$ cat config.mk
export PLATFORM = sky130hd
export DESIGN_NAME = rail_change_fast_sample_trigger_unit
export DESIGN_NICKNAME = d
export VERILOG_FILES = /design/src/rcfst_pkg.sv /design/src/rcfst_cfg_regs.sv /design/src/rcfst_rail_state.sv /design/src/rcfst_sweep_ctrl.sv /design/src/rail_change_fast_sample_trigger_unit.sv
export VERILOG_INCLUDE_DIRS = /design/src /design/src/src
export SDC_FILE = /design/constraint.sdc
export NUM_CORES = 1
export LEC_CHECK = 0
export BUFFER_PORTS_ARGS = -buffer_cell sky130_fd_sc_hd__buf_4
export CORE_UTILIZATION = 58
export DETAILED_ROUTE_END_ITERATION = 10
export GPL_TIMING_DRIVEN = 1
export PLACE_DENSITY_LB_ADDON = 0.1
export SLEW_MARGIN = 40
export SYNTH_ARGS = -nofsm -noshare
export SYNTH_HDL_FRONTEND = slang
export SYNTH_HIERARCHICAL = 1
export SYNTH_SLANG_ARGS = --single-unit
$ cat constraint.sdc
create_clock -name i_clk -period 8.2 [get_ports i_clk]
set_input_delay 0.41 -clock i_clk [delete_from_list [all_inputs] [get_ports i_clk]]
set_output_delay 0.41 -clock i_clk [all_outputs]
set_load 0.01 [all_outputs]
$ cat src/assert_macros.svh
// Assertion macros shared by the RTL of the rail change trigger.
// Each check is sampled at the rising edge of i_clk and is disabled while i_rst_n is low.
`ifndef ASSERT_MACROS_SVH
`define ASSERT_MACROS_SVH

// Implication check: when cond holds, prop must hold at the same edge.
`define RCFST_ASSERT_IMPL(lbl, cond, prop, msg) \
    lbl: assert property (@(posedge i_clk) disable iff (!i_rst_n) (cond) |-> (prop)) \
        else $error(msg);

// Next-cycle check: when cond holds, prop must hold at the following edge.
`define RCFST_ASSERT_NEXT(lbl, cond, prop, msg) \
    lbl: assert property (@(posedge i_clk) disable iff (!i_rst_n) (cond) |=> (prop)) \
        else $error(msg);

`endif

$ cat src/rcfst_pkg.sv
// Shared types and constants for the rail change trigger.
// No dependencies; every other module imports this package.
package rcfst_pkg;

    localparam int IN_CHAN_W   = 4;
    localparam int IN_SAMPLE_W = 10;
    localparam int S_TDATA_W   = 16;
    localparam int M_TDATA_W   = 8;

    localparam int CPM_W  = 10;
    localparam int RUNS_W = 4;
    localparam int HOLD_W = 8;
    localparam int RUN_W  = 4;

    localparam logic [RUN_W-1:0] RUN_MAX   = 4'd15;
    localparam logic [CPM_W-1:0] PER_MILLE = 10'd1000;

    localparam int CFG_IDX_W  = 2;
    localparam int CFG_DATA_W = 10;

    localparam logic [CPM_W-1:0]  CPM_RESET  = 10'd10;
    localparam logic [RUNS_W-1:0] RUNS_RESET = 4'd2;
    localparam logic [HOLD_W-1:0] HOLD_RESET = 8'd6;

    typedef enum logic [CFG_IDX_W-1:0] {
        CFG_CHANGE_PER_MILLE = 2'd0,
        CFG_RUNS_NEEDED      = 2'd1,
        CFG_FAST_HOLD_SWEEPS = 2'd2
    } t_cfg_reg;

    typedef struct packed {
        logic [CPM_W-1:0]  change_per_mille;
        logic [RUNS_W-1:0] runs_needed;
        logic [HOLD_W-1:0] fast_hold_sweeps;
    } t_cfg;

    typedef struct packed {
        logic fire;
        logic alarm;
        logic sweep_end;
    } t_sweep_req;

endpackage

$ cat src/rcfst_cfg_regs.sv
// Configuration register bank of the rail change trigger.
// Depends on rcfst_pkg for register codes, widths and reset values.
module rcfst_cfg_regs
    import rcfst_pkg::*;
(
    input  logic                  i_clk,
    input  logic                  i_rst_n,
    input  logic                  i_cfg_valid,
    output logic                  o_cfg_ready,
    input  logic [CFG_IDX_W-1:0]  i_cfg_index,
    input  logic [CFG_DATA_W-1:0] i_cfg_data,
    output t_cfg                  o_cfg
);

    t_cfg r_cfg;
    t_cfg n_cfg;

    assign o_cfg_ready = 1'b1;
    assign o_cfg       = r_cfg;

    always_comb begin
        n_cfg = r_cfg;
        if (i_cfg_valid) begin
            case (t_cfg_reg'(i_cfg_index))
                CFG_CHANGE_PER_MILLE: n_cfg.change_per_mille = i_cfg_data[CPM_W-1:0];
                CFG_RUNS_NEEDED:      n_cfg.runs_needed      = i_cfg_data[RUNS_W-1:0];
                CFG_FAST_HOLD_SWEEPS: n_cfg.fast_hold_sweeps = i_cfg_data[HOLD_W-1:0];
                default:              n_cfg = r_cfg;
            endcase
        end
    end

    always_ff @(posedge i_clk) begin
        if (!i_rst_n) begin
            r_cfg.change_per_mille <= CPM_RESET;
            r_cfg.runs_needed      <= RUNS_RESET;
            r_cfg.fast_hold_sweeps <= HOLD_RESET;
        end else begin
            r_cfg <= n_cfg;
        end
    end

endmodule

$ cat src/rcfst_rail_state.sv
// Per-rail history memory and change test of the rail change trigger.
// Depends on rcfst_pkg; holds last code and run count per rail, plus usable flags.
module rcfst_rail_state
    import rcfst_pkg::*;
#(
    parameter int RAIL_COUNT  = 16,
    parameter int SAMPLE_BITS = 10
) (
    input  logic                   i_clk,
    input  logic                   i_rst_n,
    // read port, used when a request is taken into the work register
    input  logic                   i_rd_en,
    input  logic [IN_CHAN_W-1:0]   i_rd_chan,
    // work register contents, committed when i_fire is high
    input  logic                   i_fire,
    input  logic [IN_CHAN_W-1:0]   i_chan,
    input  logic [IN_SAMPLE_W-1:0] i_sample,
    input  logic                   i_ok,
    input  t_cfg                   i_cfg,
    output logic                   o_alarm
);

    localparam int IDX_W  = (RAIL_COUNT > 1) ? $clog2(RAIL_COUNT) : 1;
    localparam int WORD_W = SAMPLE_BITS + RUN_W;
    localparam int EXT_W  = (SAMPLE_BITS > IN_SAMPLE_W) ? SAMPLE_BITS : IN_SAMPLE_W;
    localparam int PROD_W = SAMPLE_BITS + CPM_W;

    logic [WORD_W-1:0]     r_mem [RAIL_COUNT];
    logic [WORD_W-1:0]     r_rd_word;
    logic [RAIL_COUNT-1:0] r_have;

    logic [IDX_W-1:0]       w_idx;
    logic [IDX_W-1:0]       w_rd_idx;
    logic                   w_in_range;
    logic [EXT_W-1:0]       w_ext;
    logic [SAMPLE_BITS-1:0] w_code;
    logic [SAMPLE_BITS-1:0] w_last;
    logic [RUN_W-1:0]       w_run;
    logic [RUN_W-1:0]       w_run_inc;
    logic [SAMPLE_BITS-1:0] w_diff;
    logic [PROD_W-1:0]      w_lhs;
    logic [PROD_W-1:0]      w_rhs;
    logic                   w_usable;
    logic                   w_big;
    logic                   w_wr_en;
    logic [WORD_W-1:0]      w_wr_word;

    assign w_idx      = IDX_W'(i_chan);
    assign w_rd_idx   = IDX_W'(i_rd_chan);
    assign w_in_range = (32'(i_chan) < RAIL_COUNT);
    assign w_ext      = EXT_W'(i_sample);
    assign w_code     = w_ext[SAMPLE_BITS-1:0];

    assign w_last = r_rd_word[WORD_W-1:RUN_W];
    assign w_run  = r_rd_word[RUN_W-1:0];

    always_comb begin
        w_usable  = w_in_range && r_have[w_idx] && (w_last != '0);
        w_diff    = (w_code >= w_last) ? (w_code - w_last) : (w_last - w_code);
        w_lhs     = PROD_W'(w_diff) * PROD_W'(PER_MILLE);
        w_rhs     = PROD_W'(i_cfg.change_per_mille) * PROD_W'(w_last);
        w_big     = w_usable && (w_lhs > w_rhs);
        // saturate the run count at its top value
        w_run_inc = (w_run == RUN_MAX) ? w_run : (w_run + 1'b1);
        o_alarm   = i_ok && w_big && (w_run_inc >= i_cfg.runs_needed);
        w_wr_en   = i_fire && w_in_range && i_ok;
        w_wr_word = {w_code, (w_big ? w_run_inc : RUN_W'(0))};
    end

    always_ff @(posedge i_clk) begin
        if (w_wr_en) begin
            r_mem[w_idx] <= w_wr_word;
        end
    end

    // forward the word being written when the next request hits the same rail
    always_ff @(posedge i_clk) begin
        if (i_rd_en) begin
            if (w_wr_en && (w_idx == w_rd_idx)) begin
                r_rd_word <= w_wr_word;
            end else begin
                r_rd_word <= r_mem[w_rd_idx];
            end
        end
    end

    always_ff @(posedge i_clk) begin
        if (!i_rst_n) begin
            r_have <= '0;
        end else if (i_fire && w_in_range) begin
            r_have[w_idx] <= i_ok;
        end
    end

endmodule

$ cat src/rcfst_sweep_ctrl.sv
// Sweep flag, fast-mode latch and hold counter of the rail change trigger.
// Depends on rcfst_pkg for the config and sweep request structs.
module rcfst_sweep_ctrl
    import rcfst_pkg::*;
(
    input  logic       i_clk,
    input  logic       i_rst_n,
    input  t_sweep_req i_req,
    input  t_cfg       i_cfg,
    output logic       o_fast_next
);

    logic              r_want;
    logic              r_fast;
    logic [HOLD_W-1:0] r_hold;
    logic              n_want;
    logic              n_fast;
    logic [HOLD_W-1:0] n_hold;
    logic              w_want_now;

    always_comb begin
        w_want_now = r_want || i_req.alarm;
        n_want     = w_want_now;
        n_fast     = r_fast;
        n_hold     = r_hold;
        if (i_req.sweep_end) begin
            if (w_want_now) begin
                n_fast = 1'b1;
                n_hold = i_cfg.fast_hold_sweeps;
            end else if (r_fast) begin
                if (r_hold != '0) begin
                    n_hold = r_hold - 1'b1;
                end
                if (n_hold == '0) begin
                    n_fast = 1'b0;
                end
            end
            n_want = 1'b0;
        end
    end

    assign o_fast_next = n_fast;

    always_ff @(posedge i_clk) begin
        if (!i_rst_n) begin
            r_want <= 1'b0;
            r_fast <= 1'b0;
            r_hold <= '0;
        end else if (i_req.fire) begin
            r_want <= n_want;
            r_fast <= n_fast;
            r_hold <= n_hold;
        end
    end

endmodule

$ cat src/rail_change_fast_sample_trigger_unit.sv
// Rail change trigger for fast sampling: top level with stream handshake and result register.
// Depends on rcfst_pkg, assert_macros.svh, rcfst_cfg_regs, rcfst_rail_state, rcfst_sweep_ctrl.
//
// Usage:
//   s_axis carries one converter sample per request: tdata holds channel and raw
//   code, tuser the sample-valid flag, tlast marks the last rail of a sweep.
//   m_axis returns one result per request: rail alarm and fast-mode state.
//   The cfg channel writes change_per_mille (0), runs_needed (1) and
//   fast_hold_sweeps (2); it is always ready and must be written only while idle; the block does not enforce this.
// Timing:
//   One request per cycle sustained while m_axis_tready stays high. A request taken sits in
//   the work register until it advances into its result register, whose contents show
//   on m_axis.
//   The per-rail memory read is registered at acceptance and the write-back of the
//   previous request is forwarded, so same-rail requests may follow back to back.
// Reset (i_rst_n low, synchronous): registers go to defaults, all rail histories are
//   marked unusable, fast mode and the hold counter clear; no clearing pass.
// Stall: when m_axis_tready is low the result holds, the work register holds one more
//   request, and s_axis_tready drops once both are full.
module rail_change_fast_sample_trigger_unit
    import rcfst_pkg::*;
#(
    parameter int RAIL_COUNT  = 16,
    parameter int SAMPLE_BITS = 10
) (
    input  logic                  i_clk,
    input  logic                  i_rst_n,
    input  logic                  s_axis_tvalid,
    output logic                  s_axis_tready,
    input  logic [S_TDATA_W-1:0]  s_axis_tdata,  // [3:0] channel, [13:4] sample, [15:14] zero
    input  logic                  s_axis_tuser,  // [0] sample_ok
    input  logic                  s_axis_tlast,
    output logic                  m_axis_tvalid,
    input  logic                  m_axis_tready,
    output logic [M_TDATA_W-1:0]  m_axis_tdata,  // [0] rail_alarm, [1] fast_mode, [7:2] zero
    input  logic                  i_cfg_valid,
    output logic                  o_cfg_ready,
    input  logic [CFG_IDX_W-1:0]  i_cfg_index,
    input  logic [CFG_DATA_W-1:0] i_cfg_data
);

`include "assert_macros.svh"

    t_cfg       w_cfg;
    t_sweep_req w_req;

    logic                   r_in_valid;
    logic [IN_CHAN_W-1:0]   r_in_chan;
    logic [IN_SAMPLE_W-1:0] r_in_sample;
    logic                   r_in_ok;
    logic                   r_in_end;
    logic                   r_out_valid;
    logic                   r_out_alarm;
    logic                   r_out_fast;

    logic w_acc;
    logic w_adv;
    logic w_alarm;
    logic w_fast_next;

    assign w_adv         = r_in_valid && (!r_out_valid || m_axis_tready);
    assign s_axis_tready = !r_in_valid || w_adv;
    assign w_acc         = s_axis_tvalid && s_axis_tready;

    assign w_req.fire      = w_adv;
    assign w_req.alarm     = w_alarm;
    assign w_req.sweep_end = r_in_end;

    rcfst_cfg_regs u_cfg (
        .i_clk       (i_clk),
        .i_rst_n     (i_rst_n),
        .i_cfg_valid (i_cfg_valid),
        .o_cfg_ready (o_cfg_ready),
        .i_cfg_index (i_cfg_index),
        .i_cfg_data  (i_cfg_data),
        .o_cfg       (w_cfg)
    );

    rcfst_rail_state #(
        .RAIL_COUNT  (RAIL_COUNT),
        .SAMPLE_BITS (SAMPLE_BITS)
    ) u_rail (
        .i_clk     (i_clk),
        .i_rst_n   (i_rst_n),
        .i_rd_en   (w_acc),
        .i_rd_chan (s_axis_tdata[IN_CHAN_W-1:0]),
        .i_fire    (w_adv),
        .i_chan    (r_in_chan),
        .i_sample  (r_in_sample),
        .i_ok      (r_in_ok),
        .i_cfg     (w_cfg),
        .o_alarm   (w_alarm)
    );

    rcfst_sweep_ctrl u_sweep (
        .i_clk       (i_clk),
        .i_rst_n     (i_rst_n),
        .i_req       (w_req),
        .i_cfg       (w_cfg),
        .o_fast_next (w_fast_next)
    );

    always_ff @(posedge i_clk) begin
        if (!i_rst_n) begin
            r_in_valid <= 1'b0;
        end else if (w_acc) begin
            r_in_valid <= 1'b1;
        end else if (w_adv) begin
            r_in_valid <= 1'b0;
        end
    end

    always_ff @(posedge i_clk) begin
        if (w_acc) begin
            r_in_chan   <= s_axis_tdata[IN_CHAN_W-1:0];
            r_in_sample <= s_axis_tdata[IN_CHAN_W +: IN_SAMPLE_W];
            r_in_ok     <= s_axis_tuser;
            r_in_end    <= s_axis_tlast;
        end
    end

    always_ff @(posedge i_clk) begin
        if (!i_rst_n) begin
            r_out_valid <= 1'b0;
        end else if (w_adv) begin
            r_out_valid <= 1'b1;
        end else if (m_axis_tready) begin
            r_out_valid <= 1'b0;
        end
    end

    always_ff @(posedge i_clk) begin
        if (w_adv) begin
            r_out_alarm <= w_alarm;
            r_out_fast  <= w_fast_next;
        end
    end

    assign m_axis_tvalid = r_out_valid;
    assign m_axis_tdata  = {(M_TDATA_W-2)'(0), r_out_fast, r_out_alarm};

    `RCFST_ASSERT_IMPL(a_acc_has_room, w_acc, (!r_in_valid || w_adv), "work register overrun")
    `RCFST_ASSERT_IMPL(a_alarm_needs_ok, (w_adv && w_alarm), r_in_ok, "alarm on invalid sample")
    `RCFST_ASSERT_IMPL(a_alarm_end_fast, w_adv && w_alarm && r_in_end, w_fast_next, "no fast mode")
    `RCFST_ASSERT_NEXT(a_adv_shows_result, w_adv, m_axis_tvalid, "result not shown")

endmodule
## After elaboration in Yosys (flattened, before gate mapping)

Memory sizes are Yosys's and may differ from the RTL's. A register that Yosys moved wholly into a read port is not among the register bits.
Cells that the tools add are included.

| cells by class | value |
|---|---|
| muxes and demuxes | 25 |
| $lt $le $gt $ge | 5 |
| add/subtract/negate cells | 4 |
| reduce and logical (&&, ||, !) cells | 24 |
| equality and inequality tests | 3 |
| multiply operators | 2 |

Operators with widths:

| kind | number |
|---|---|
| $mux 8 | 6 |
| $gt 20x20->1 | 1 |
| $mul 10x10->20 | 1 |
| $sub 10x10->10 | 2 |
| $mul 10x7->17 const B | 1 |
| $bwmux 16 | 1 |
| $mux 1 | 13 |
| $ge 10x10->1 | 1 |
| $mux 10 | 1 |
| $reduce_bool 10->1 | 1 |
| $logic_and 1x1->1 | 8 |
| $logic_not 8->1 | 1 |
| $mux 4 | 2 |
| $reduce_bool 8->1 | 1 |
| $sub 8x1->8 const B | 1 |
| $reduce_and 2->1 | 3 |
| $reduce_bool 2->1 | 3 |
| $lt 4x5->1 const B | 1 |
| $add 4x1->4 const B | 1 |
| $bmux 1 s4 | 1 |
| $demux 1 s4 | 1 |
| $eq 4x4->1 const B | 1 |
| $ge 4x1->1 const B | 1 |
| $ge 4x4->1 | 1 |
| 6 further kinds | 9 |

| word-level totals | value |
|---|---|
| output and inout port bits | 11 |
| memory bits (writable) | 224 |
| bits of input ports | 35 |
| memories | 1 |
| logic and storage cells | 79 |
| flip-flop bits (word level) | 68 |

Memories:

| name | depth | width | rd ports | clocked after Yosys merged registers in | wr ports | RTL line | source |
|---|---|---|---|---|---|---|---|
| u_rail.r_mem | 16 | 14 | 1 | 1 | 1 | rcfst_rail_state.sv:28 | `logic [WORD_W-1:0] r_mem [RAIL_COUNT];` |

## Logic depth before layout (Yosys ltp)

Gate-level depths: netlist (run 1).

| depth | value |
|---|---|
| depth after elaboration | 15 |
| gate-level depth with buffers | 42 |

## Modules after synthesis

The synthesis (run 1) kept the hierarchy.

By module, submodules not included:

| module | times used | seq. area each (µm²) | cells an instance | area each (µm²) |
|---|---|---|---|---|
| rcfst_rail_state | 1 | 7467.2 | 1189 | 16110.5 |
| rcfst_cfg_regs | 1 | 440.4 | 89 | 889.6 |
| rcfst_sweep_ctrl | 1 | 200.2 | 98 | 728.2 |
| rail_change_fast_sample_trigger_unit | 1 | 580.6 | 36 | 708.2 |

## Worst setup path after synthesis (run 1)

No wires, ideal clock.

| timing | value |
|---|---|
| path kind | register to register |
| start | register r_in_sample[7] |
| end | register u_sweep.r_hold[7] |
| buffers on the path | 1 |
| arrival time | 8621 ps |
| clock period less this slack | 8679 ps |
| setup time | 58 ps |
| stages on the path, launching flop included | 37 |
| path slack | -479 ps |
| cell sequence | edfxtp_1 inv_1 ha_1 a2111oi_0 o21ai_1 o22ai_2 mux2_2 o211ai_1 nand2_1 xor2_1 ha_1 inv_1 fa_1 fa_1 fa_1 inv_1 ha_1 a21boi_0 o21ai_0 nand2b_1 a21o_1 a41o_1 o41ai_1 xnor2_1 ha_1 nand4_1 nor4_1 o21ai_0 nor2_1 o41ai_4 nor2_1 or2_2 buf_2 o21ai_1 or4_1 a21oi_1 o21a_1 |

| between the ends | value |
|---|---|
| longest elaborated chain between the ends | 10 |
| elaborated cells between the ends (all ways) | 13 |

Ends and longest elaborated chain:

| element | RTL line | source |
|---|---|---|
| from (decl) | rail_change_fast_sample_trigger_unit.sv:49 | `logic [IN_SAMPLE_W-1:0] r_in_sample;` |
| from (signal assigned) | rail_change_fast_sample_trigger_unit.sv:116 | `r_in_sample <= s_axis_tdata[IN_CHAN_W +: IN_SAMPLE_W];` |
| $sub 10x10->10 or $ge 10x10->1 (tied branches) | rcfst_rail_state.sv:59 | `w_diff = (w_code >= w_last) ? (w_code - w_last) : (w_last - w_code);` |
| $mux 10 * | rcfst_rail_state.sv:59 |  |
| $mul 10x7->17 * | rcfst_rail_state.sv:60 | `w_lhs = PROD_W'(w_diff) * PROD_W'(PER_MILLE);` |
| $gt 20x20->1 * | rcfst_rail_state.sv:62 | `w_big = w_usable && (w_lhs > w_rhs);` |
| $logic_and 1x1->1 * | rcfst_rail_state.sv:62 |  |
| $logic_and 1x1->1 * (2 in series) | rcfst_rail_state.sv:65 | `o_alarm = i_ok && w_big && (w_run_inc >= i_cfg.runs_needed);` |
| net w_alarm | rail_change_fast_sample_trigger_unit.sv:58 | `logic w_alarm;` |
| $logic_or 1x1->1 * | rcfst_sweep_ctrl.sv:22 | `w_want_now = r_want \|\| i_req.alarm;` |
| $reduce_bool 2->1 (no line) | - |  |
| $reduce_and 3->1 (no line) | - |  |
| to (signal assigned) | rcfst_sweep_ctrl.sv:52 | `r_hold <= n_hold;` |
| to (decl) | rcfst_sweep_ctrl.sv:15 | `logic [HOLD_W-1:0] r_hold;` |

Mark *: on every way through the listed nets, which the timed path passes. The rest lies on a longest branch.
A chain may end at the register's enable or synchronous reset.

## Worst setup path after layout (run 1)

| timing | value |
|---|---|
| start | register r_in_sample[0] |
| end | register u_sweep.r_hold[7] |

The elaborated chain is that of the path after synthesis.

==> results of run 1 <==
==> layout make-up <==
class	count	area, um2
fill	2197	9600
timing repair buffer	157	1250
tap	396	495
multi-input combinational	889	9350
inverter	161	604
clock inverter	20	159
antenna	2	5.00
clock buffer	34	744
sequential	306	8690
==> per-stage QoR <==
step / util / TNS (ns) / area [um2]
global placement: 0.641 / -10.02 / 19800
detailed placement: 0.642 / -16.39 / 19800
CTS: 0.679 / 0 / 21000
finish: 0.689 / -0.0471 / 21300
floorplan: - / 0 / 18600
global route: 0.689 / -7.51 / 21300
==> cell usage in the layout, fill, tap and decap left out, types with 28 or more instances in the layout <==
master and n:
nand2_1 116, o21a_1 36, dfxtp_1 50, nor2_1 44
buf_4 147, ha_1 124, xnor2_1 28, inv_1 155
mux4_2 75, o21ai_0 38, edfxtp_1 256, fa_1 91
clkbuf_16 29, a21oi_1 31, and2_1 45
==> metal layers <==
metal | part of all wire | routed length, um | vias up | GRT usage
li1 | - | - | 5292 | -
met1 | 0.42 | 16000 | 5639 | 0.304
met2 | 0.53 | 20200 | 283 | 0.434
met3 | 0.043 | 1640 | 35 | 0.0253
met4 | 0.013 | 484 | 0 | 0.0571
met5 | 0 | 0 | - | 0
==> timing repair <==
| item | 4_1_cts | 5_1_grt |
|---|---|---|
| setup endpoints to repair | 74 | 76 |
| hold endpoints to repair | 0 | 0 |
| cloned | 1 | 1 |
| buffers inserted | 9 | 17 |
| pin swaps | 44 | 40 |
| resized for setup | 39 | 25 |
==> sequential cells by signal, summed over array words and instances, names as in the netlist <==
signal / count
u_rail/r_rd_word: 14
u_cfg/o_cfg: 22
m_axis_tvalid: 1
r_out_alarm: 1
u_rail/r_have: 16
r_in_end: 1
u_sweep/r_fast: 1
r_out_fast: 1
u_sweep/r_want: 1
r_in_ok: 1
r_in_sample: 10
u_rail/r_mem: 224
r_in_valid: 1
u_sweep/r_hold: 8
r_in_chan: 4
==> worst max-delay path by stage <==
stage | to | from | slack [ns]
after floorplan | u_sweep/r_hold[7] | r_in_sample[0] | 0.01
after global placement | u_sweep/r_hold[0] | r_in_sample[0] | -0.25
after detailed placement | u_sweep/r_hold[0] | r_in_sample[0] | -0.30
after CTS | u_sweep/r_hold[7] | r_in_sample[0] | 0.005
after global routing | u_sweep/r_hold[7] | r_in_sample[0] | -0.46
final | u_sweep/r_hold[7] | r_in_sample[0] | -0.05
==> synthesized netlist by cell type (9+ instances only) <==
cell type,count
clkbuf_1,39
and2_1,46
buf_4,9
nand3b_1,9
fa_1,92
edfxtp_1,256
nand3_1,16
nand2_1,117
o21ai_0,44
nor3_1,11
a21oi_1,40
dfxtp_1,50
mux4_2,75
o21a_1,37
nor2_1,49
ha_1,137
a21o_1,11
xor2_1,21
nor2b_1,15
mux2i_1,29
nand2b_1,12
xnor2_1,30
inv_1,161
==> cell families (layout without fill, tap and decap cells) <==
logic type / Yosys count / count (layout) / synth area share
AO/OA/AOI/OAI: 183 / 184 / 0.0662
XOR/XNOR: 51 / 51 / 0.0242
adder cells (fa/ha/maj): 229 / 229 / 0.193
buffers and inverters: 223 / 372 / 0.0490
flip-flops: 306 / 306 / 0.471
multiplexers: 110 / 110 / 0.112
other: 2 / 9 / 0.000407
AND/OR/NAND/NOR: 308 / 308 / 0.0844
==> impl_metrics.json, run 1 <==
{
  "slowest_stage": "fa_1",
  "violations": "negative setup slack",
  "dp_hpwl_mm": 26.3,
  "fin_hold_ws_ns": 0.0335,
  "place.port_buffers": 36,
  "die_w_um": 180,
  "setup.worst_path.class": "reg2reg",
  "finalCritPeriodShare": 1.01,
  "r2r_end": "u_sweep/r_hold[7]",
  "yosysSeqAreaShare": 0.471,
  "wl_per_cell_um": 19.5,
  "finalCriticalPeriod_ns": 8.25,
  "track_usage": 0.237,
  "min_to": "r_in_ok",
  "placementRows": 64,
  "drt_wl_total_mm": 38.4,
  "async_flop_share": 0,
  "start_util": 0.596,
  "status": "finished, violations left",
  "dp_slack_ns": -0.299,
  "worst-path-max-fanout": 6,
  "ys_types": 74,
  "drive_gt1_frac": 0.230,
  "hold_path_class": "in2reg",
  "synth_edf_count": 256,
  "first_global_vias": 11506,
  "clock_latency_ns": 0.55,
  "finClkSkew_ns": 0.0167,
  "drc": 0,
  "ys_ff_latch": 306,
  "io_pins": 46,
  "core_area_um2": 30900,
  "worstPathRequired_ns": 8.70,
  "cp.arrival_ns": 8.74,
  "crit_family": "adder cells",
  "worstHoldStart": "s_axis_tuser",
  "cts_hold_buf": 0,
  "synth_area_um2": 18400,
  "cts_root_buffer": "clkbuf_16",
  "cts_tree": "done",
  "ys_top_cells_by_area": "edfxtp_1, fa_1, ha_1",
  "max_freq_ghz": 0.121,
  "instances_no_fill": 1965,
  "numCtsBuffers": 29,
  "gp_congestion": 0.823,
  "grt_pass1_wl_mm": 60.4,
  "grt_max_degree": 61,
  "synth_top_area_share": 0.417,
  "crit_cells": 38,
  "path_buf_inv": 7,
  "die_area_um2": 32500,
  "tightestPinTransition_ns": 0.844,
  "final-max-slew-violation-count": 0,
  "worstReg2RegStart": "r_in_sample[0]",
  "clk_path_buf_depth": 3,
  "dp.cells": 1884,
  "drtAntennaViolNets": 0,
  "cts.sinks": 306,
  "dr.first_iter.drc_count": 657,
  "ff2ff_path_depth": 38,
  "max_stage_delay_ns": 0.55,
  "syn_to_final_growth_pct": 15.6,
  "ys_warn_count": 6,
  "die_h_um": 180,
  "rsz0062_at_grt": "true",
  "synth_flop_cell": "edfxtp_1",
  "maxSlewHeadroom": 0.438,
  "synth_cells": 1412,
  "setup_ws_ns": -0.0471,
  "vias": 11249,
  "max-cap-violations": 0,
  "endpoint_kind": "flop",
  "clk_pin_slew_ns": 0.07,
  "synth_top_area_cell": "edfxtp_1",
  "min_delay_path_depth": 1,
  "setup_viol": 1,
  "htree_levels": 1,
  "regToRegSetupSlack_ns": -0.05,
  "nets": 1808,
  "overflow": 0,
  "firstDrtPassIters": 5,
  "vias_per_cell": 5.72,
  "critPathLaunchType": "flop",
  "antenna_found_initial": 2,
  "hold_viol": 0,
  "avgSynthCellArea_um2": 13.1
}
Power of run 1 is not shown: default switching activity piles up to over one toggle a cycle in this logic, so the estimate is an artifact.
==> inputs of run 2 (changes only) <==
--- a/config.mk
+++ b/config.mk
@@ -6,7 +6,9 @@
 export SDC_FILE = /design/constraint.sdc
 export NUM_CORES = 1
 export LEC_CHECK = 0
+export ABC_AREA = 1
 export BUFFER_PORTS_ARGS = -buffer_cell sky130_fd_sc_hd__buf_4
+export CAP_MARGIN = 20
 export CORE_UTILIZATION = 58
 export DETAILED_ROUTE_END_ITERATION = 10
 export GPL_TIMING_DRIVEN = 1
==> impl_metrics.json, run 2 <==
{
  "status": "completed",
  "endpoint_kind": "flop",
  "synth_flop_cell": "edfxtp_1",
  "cts_tree": "done",
  "vias": 14261,
  "drive_gt1_frac": 0.161,
  "ys_types": 55,
  "slowest_stage": "fa_1",
  "worstPathRequired_ns": 8.67,
  "finalCriticalPeriod_ns": 7.87,
  "synth_edf_count": 256,
  "setup_viol": 0,
  "synth_top_area_cell": "edfxtp_1",
  "hold_path_class": "in2reg",
  "hold_viol": 0,
  "finalCritPeriodShare": 0.960,
  "antenna_found_initial": 0,
  "ys_ff_latch": 306,
  "nets": 2306,
  "io_pins": 46,
  "place.port_buffers": 36,
  "yosysMostFrequentCell": "inv_1",
  "dr.first_iter.drc_count": 1180,
  "cts.sinks": 306,
  "ys_warn_count": 6,
  "die_area_um2": 33900,
  "fin_area_um2": 22000,
  "largest_reg_flops": 224,
  "fillers": 2549,
  "setup.worst_path.class": "reg2reg",
  "dp_hpwl_mm": 31.2,
  "max_stage_delay_ns": 0.55,
  "first_global_vias": 13682,
  "ys_top_cells_by_area": "edfxtp_1, fa_1, ha_1",
  "syn_to_final_growth_pct": 14.3,
  "dp.cells": 2420,
  "final-max-slew-violation-count": 0,
  "drt_wl_total_mm": 47.0,
  "antennaDiodeCount": 0,
  "grt_pass1_wl_mm": 72.6,
  "cts_root_buffer": "clkbuf_16",
  "synth_cells": 1965,
  "grt_max_degree": 110,
  "drc": 0,
  "layout_commonest_cell": "inv_1",
  "most-common-layout-cells": "inv_1, edfxtp_1, nand2_1",
  "die_h_um": 184,
  "synth_common_cells": "inv_1, edfxtp_1, nand2_1",
  "htree_levels": 1,
  "max_freq_ghz": 0.127,
  "cp.arrival_ns": 8.34,
  "postPlaceCellArea_um2": 20200,
  "numCtsBuffers": 30,
  "max-cap-violations": 0,
  "maxSlewHeadroom": 0.461,
  "synth_area_um2": 19200,
  "finClkSkew_ns": 0.0566,
  "overflow": 0,
  "synth_top_area_share": 0.400,
  "yosysSeqAreaShare": 0.452,
  "clk_path_buf_depth": 3,
  "core_area_um2": 32600,
  "start_util": 0.590,
  "vias_per_cell": 5.69,
  "fin_setup_tns_ns": 0,
  "instances_no_fill": 2508,
  "gp_congestion": 0.918,
  "critPathLaunchType": "flop",
  "async_flop_share": 0,
  "placementRows": 66,
  "die_w_um": 184,
  "avgSynthCellArea_um2": 9.79,
  "clock_latency_ns": 0.60,
  "drtAntennaViolNets": 0,
  "wl_per_cell_um": 18.7,
  "tightestPinTransition_ns": 0.807,
  "regMostFlops": "u_rail/r_mem",
  "clk_pin_slew_ns": 0.06,
  "worst-path-max-fanout": 7,
  "path_buf_inv": 10,
  "firstDrtPassIters": 5,
  "crit_family": "adder cells",
  "track_usage": 0.277
}
==> run 2: cell count changes after synthesis, moves of 46 or more <==
cell and delta:
inv_1 +146, nand2_1 +137, a21oi_1 +50, nand3_1 +49, o21ai_0 +117, mux4_2 -75, and2_1 -46, nor2_1 +142
o221ai_1 +49
==> run 2: final cells by class <==
class	count	area [um2]	share of cell area
clock buffers	36	858	0.0391
clock inverters	20	260	0.0118
inverters	316	1200	0.0545
multi-input cells	1261	9430	0.429
flip-flops and latches	306	8690	0.395
well taps	442	553	0.0252
repair buffers	126	985	0.0448
repair inverters	1	5.00	0.000228
==> run 2: worst paths after layout <==
check / end / depth (start not counted) / slack (ns) / startpoint
min reg2reg: u_cfg/o_cfg[9] / 2 / 0.47 / u_cfg/o_cfg[9]
min: r_in_ok / 1 / 0.03 / s_axis_tuser
max reg2reg: u_sweep/r_hold[6] / 43 / 0.33 / u_rail/r_rd_word[6]
max: u_sweep/r_hold[6] / 43 / 0.33 / u_rail/r_rd_word[6]
==> run 2: kinds of logic (layout without fill, tap and decap cells) <==
kind of cell / count (synthesis) / after routing / synth area share
compound gates: 379 / 379 / 0.120
xor+xnor: 45 / 45 / 0.0213
simple gates: 601 / 601 / 0.138
other cells: 2 / 7 / 0.000390
fa+ha+maj: 229 / 229 / 0.185
buf+inv: 403 / 499 / 0.0830
flops: 306 / 306 / 0.452
==> run 2: layer usage <==
metal  up-vias  part of all wire  wire length (um)  GRT usage
met5         -                 0                 0          0
met4         0             0.022              1040     0.0760
met3        78             0.076              3560     0.0362
met2       511              0.48             22600      0.453
met1      6917              0.42             19800      0.390
li1       6755                 -                 -          -
==> run 2: what timing repair did <==
action	4_1_cts	5_1_grt
resized for setup	2	85
endpoints found under the hold margin	2	0
pin swaps	1	43
cloned	0	2
setup endpoints to repair	8	75
buffers inserted	3	26
hold buffers	2	0
==> run 2: stage by stage <==
step / hold slack, ns / setup slack (ns) / util
after CTS: 0.0115 / 0.0550 / 0.656
after floorplan: 0.427 / 0.293 / -
after detailed placement: 0.453 / -0.125 / 0.619
after global placement: 0.453 / 0.0721 / 0.619
final: 0.0273 / 0.329 / 0.674
after global routing: 0.00965 / -0.107 / 0.674
Power of run 2 is left out for the same reason.
